File: config.mk
export PLATFORM = sky130hd
export DESIGN_NAME = ssms_ram
export DESIGN_NICKNAME = d
export VERILOG_FILES = /design/src/hdl/ssms_ram.sv
export SDC_FILE = /design/constraint.sdc
export NUM_CORES = 1
export LEC_CHECK = 0
export BUFFER_PORTS_ARGS = -buffer_cell sky130_fd_sc_hd__buf_2
export CAP_MARGIN = 20
export CORE_ASPECT_RATIO = 1.25
export CORE_MARGIN = 3
export CORE_UTILIZATION = 60
export DETAILED_ROUTE_END_ITERATION = 10
export GPL_ROUTABILITY_DRIVEN = 0
export PLACE_DENSITY = 0.78
export SETUP_SLACK_MARGIN = 0.2
export SLEW_MARGIN = 15
export SYNTH_ARGS = -nofsm -noshare
export SYNTH_HDL_FRONTEND = slang
export SYNTH_SLANG_ARGS = --single-unit
File: constraint.sdc
create_clock -name clk_i -period 2.9 [get_ports clk_i]
set_clock_uncertainty 0.2 [all_clocks]
set_input_delay 0.58 -clock clk_i [delete_from_list [all_inputs] [get_ports clk_i]]
set_output_delay 0.58 -clock clk_i [all_outputs]
set_load 0.03 [all_outputs]
File: src/hdl/ssms_ram.sv
// Generic single-write, single-read synchronous RAM with registered read data.
`timescale 1ns / 1ps
module ssms_ram #(
  parameter int WIDTH = 8,
  parameter int DEPTH = 16,
  parameter int AW    = (DEPTH > 1) ? $clog2(DEPTH) : 1
) (
  input  logic             clk_i,
  input  logic             we_i,
  input  logic [AW-1:0]    waddr_i,
  input  logic [WIDTH-1:0] wdata_i,
  input  logic [AW-1:0]    raddr_i,
  output logic [WIDTH-1:0] rdata_o
);
  logic [WIDTH-1:0] mem [DEPTH];
  logic [WIDTH-1:0] rdata_q;

  always_ff @(posedge clk_i) begin
    if (we_i) begin
      mem[waddr_i] <= wdata_i;
    end
    rdata_q <= mem[raddr_i];
  end

  assign rdata_o = rdata_q;
endmodule

== Yosys cells after proc, flatten, opt, wreduce, memory -nomap -nowiden ==
Memory sizes are Yosys's and may differ from the RTL's. A register that Yosys moved wholly into a read port is not among the register bits.
Cells that the tools add are included.
Storage, ports and cells
  bits in writable memories: 128
  register bits after elaboration: 0
  bits of input ports: 18
  output and inout bits: 8
  word-level logic and storage cells: 3
  memories: 1
Cells by class
  muxes and demuxes: 2
Memories
  mem: words 16, width 8, rd ports 1, clocked after Yosys merged registers in 1, write ports 1, line 15  | logic [WIDTH-1:0] mem [DEPTH];
Operators with widths (count)
  $mux 1: 2

== Longest topological paths before layout ==
  depth after elaboration: 2
  gate-level depth with buffers: 5
  mapped depth without buffers: 3

== Worst setup path after synthesis ==
Ideal clock, no wire load.
  kind: input -> register
  from: input port waddr_i[2]
  to: memory mem[0][0] (enable)
  slack: 0.627 ns
  buffers on the path: 0
  stages: 2
  data arrival time: 1.690 ns
  library setup time: 0.383 ns
  path through: or3b_2 nor3_1
RTL lines
  from (decl): line 10  | input logic [AW-1:0] waddr_i,
  to (decl): line 15
No word-level cell before the write port.

== Worst setup path in the final report ==
  from: register rdata_q[2] (netlist: rdata_o[2]) (read register of mem)
  to: output port rdata_o[2]
RTL lines
  from (decl): line 16  | logic [WIDTH-1:0] rdata_q;
  to (decl): line 13  | output logic [WIDTH-1:0] rdata_o
No word-level cell between the ends.

==> results.md <==
* Status: completed
* Initial DRT Pass Iterations at 5
* Hold buffers post-CTS at 0
* Cell Count, Final, Fillers Out at between 300 and 400
* Dpl cells at roughly 360
* Overflow after GRT at 0
* Worst r2r src: mem[9][2]
* Final hold violation count at 0
* Synth area leader: edfxtp_1
* Hold depth at 1
* Post-DP HPWL at 6000 um
* Root buffer cell: clkbuf_8
* Max-slew violation count at 0
* Die area at approximately 10000 um^2
* Worst Hold End: mem[5][2]
* Syn Nets at around 250
* Startpoint types: flop
* Design Area, Final at a little over 6000 um^2
* Initial antenna violation count at 0
* Leakage at approximately 2.1 nW
* Core area at around 8300 um^2
* Sw frac at ~19%
* Wirelength per Cell at 24.9 um
* FF-to-FF End: rdata_o[2]
* Initial core utilization at a little over 60%
* Drt drc at 0
* Gate power share at under 10%
* Max stage delay on crit path at around 0.36 ns
* Slowest stage cell, crit path: dfxtp_1
* Yosys Warn Count at 0
* Worst hold margin at 0.254 ns
* Drt via density at 6.35
* Worst Path Arrival at ~1.1 ns
* RSZ-0062 raised after global routing: false
* Worst-path cell chain: buf_2
* CTS sink cnt at about 140
* Post-route ant nets at 0
* # IOs at 26
* FF-to-FF setup slack at about 1.3 ns
* Data required time at the worst endpoint at ~2.1 ns
* Die Wd at around 90 um
* Worst VDD drop at 631 uV
* Largest net degree at the start of global routing at 33
* Die Span Y at 110 um
* Sequential area share after synthesis at 77.8%
* Max-cap violations at 0
* Avg Inst Size Synth at between 20 and 25 um^2
* Vias at between 2k and 2.5k
* N_diodes at 0
* WL final at 9730 um
* PwrDens at roughly 800 nW/um^2
* Pint at around 4.0 mW
* Hold path start: wdata_i[2]
* First-pass GRT wire length at between 10,000 and 15,000 um
* Clock Latency Late Sink at about 0.52 ns
* Total CTS buffers at 17
* Synth-to-Final Area Change at 19.2%
* Fillcell total at about 450
* Area share of the largest cell type after synthesis at 74.7%
* Fmax at 534 MHz
* Post-DP Area at 5460 um^2
* Mapped Cells at 229
* Finish-stage setup viols at 0
* Total Neg Setup Slack at 0 ns
* PortBufs at 25
* Nets at ~300
* CP endpoint kind: primary output
* Clk pin slew, worst setup/hold paths at roughly 0.060 ns
* Cell Area, Synth at a little over 5000 um^2
* H-Tree Depth at 4
* Max FO, Critical Path at 1
* Number of global-route vias before repair at approximately 2.6k
* Share of layout cells above drive strength 1 at 31.6%
* FF+latch count, synth at 136
* Total setup buffers inserted after CTS at 0
* Multi-input gate area at roughly 1100 um^2
* Total GRT Usage at approximately 23%
* Main area contributors after synthesis: edfxtp_1 (75%), mux4_2 (7.9%), mux4_1 (7.1%), dfxtp_1 (3.1%), a22oi_1 (2.3%)
* Family with the most delay on the worst path: flip-flops
* Yosys cell types at 19
* Critical path class: reg2out
* Min Tclk post-route at between 1.5 and 2 ns
* # resized after CTS at 0
* Worst Hold Class: in2reg
* Worst slew pin tran at around 0.73 ns
* Depth of the most critical reg-to-reg path at 3
* Slew margin rel. at just over 50%
* P_sw at around 900 uW
* Sequential share of power at a little under half
* Clock power frac at around 50%
* Final worst path period share at approximately 65%
* DRT iter0 DRCs at ~290
* Std cell rows at 37
* CTS tree: built
* Buf+Inv Stages, Crit Path at 1
* Sequential cell area at approximately 4000 um^2
* Max Buffers Root-to-Sink at 2
worst max-delay path by stage:
stage	start	end	slack, ns	depth (start not counted)
2_1_floorplan	waddr_i[2]	mem[0][0]	0.63	2
3_3_place_gp	waddr_i[2]	mem[3][5]	0.58	3
3_5_place_dp	waddr_i[2]	mem[3][5]	0.54	3
4_1_cts	rdata_o[2]	rdata_o[2]	1.01	1
5_1_grt	rdata_o[4]	rdata_o[4]	0.99	1
6_report	rdata_o[2]	rdata_o[2]	1.03	1
registers in the layout, indices dropped and copies added, names as in the netlist:
name     cells
mem        128
rdata_o      8
power by group through the flow:
| stage | combinational [mW] | sequential [mW] | clock (mW) |
|---|---|---|---|
| 2_1_floorplan | 0.112 | 2.27 | 0 |
| 3_3_place_gp | 0.218 | 2.25 | 0 |
| 3_5_place_dp | 0.224 | 2.25 | 0 |
| 4_1_cts | 0.226 | 2.21 | 2.45 |
| 5_1_grt | 0.242 | 2.22 | 2.54 |
| 6_report | 0.222 | 2.21 | 2.43 |
synth_stat cells:
cell	count
or3b_2	1
edfxtp_1	128
and2b_1	1
nand3b_1	2
and2_1	1
dfxtp_1	8
nor2_1	13
clkdlybuf4s25_2	3
buf_4	1
mux4_2	18
nor2b_1	1
nor3_1	4
nand2_1	9
nand2b_1	2
buf_2	3
mux4_1	14
a22oi_1	16
nand3_1	1
buf_6	3
stage by stage:
| stage | setup slack [ns] | power [mW] | utilization, % |
|---|---|---|---|
| 2_1_floorplan | 0.627 | 2.39 | - |
| 3_5_place_dp | 0.545 | 2.48 | 65.8 |
| 5_1_grt | 0.990 | 5.00 | 74.0 |
| 4_1_cts | 1.01 | 4.89 | 74.0 |
| 6_report | 1.03 | 4.86 | 74.0 |
| 3_3_place_gp | 0.584 | 2.47 | 65.8 |
layer usage:
| metal | share of wire (%) | track usage, % | wire [um] | vias up |
|---|---|---|---|---|
| met3 | 6.6 | 6.30 | 640 | 7 |
| li1 | - | - | - | 1081 |
| met1 | 40 | 31.5 | 3910 | 1267 |
| met2 | 52 | 35.5 | 5100 | 127 |
| met4 | 0.85 | 7.78 | 83 | 0 |
| met5 | 0 | 0 | 0 | - |
final cells by class:
type	instances	area share, %
multi-input cells	83	17.2
repair buffers	43	4.45
flip-flops and latches	136	65.3
clock buffers	19	7.04
clock inverters	13	4.06
well taps	97	1.98
placed cells by master, fill, tap and decap left out, drive strengths merged:
cell	Yosys	final
and2b	1	1
bufinv	0	7
nand2b	2	2
nor3	4	4
or3b	1	1
a22oi	16	16
and2	1	1
nand2	9	9
clkinvlp	0	2
buf	7	43
clkbuf	0	19
dfxtp	8	8
nor2b	1	1
nand3b	2	2
nand3	1	1
edfxtp	128	128
clkinv	0	4
nor2	13	13
mux4	32	32
logic make-up after synthesis:
group | after synthesis | share of synthesized area [%]
flip-flops | 136 | 77.8
AND/OR/NAND/NOR | 35 | 3.18
multiplexers | 32 | 15.0
AO/OA/AOI/OAI | 16 | 2.33
buffers and inverters | 10 | 1.68
Note: power is estimated with default switching activity, not from simulation.
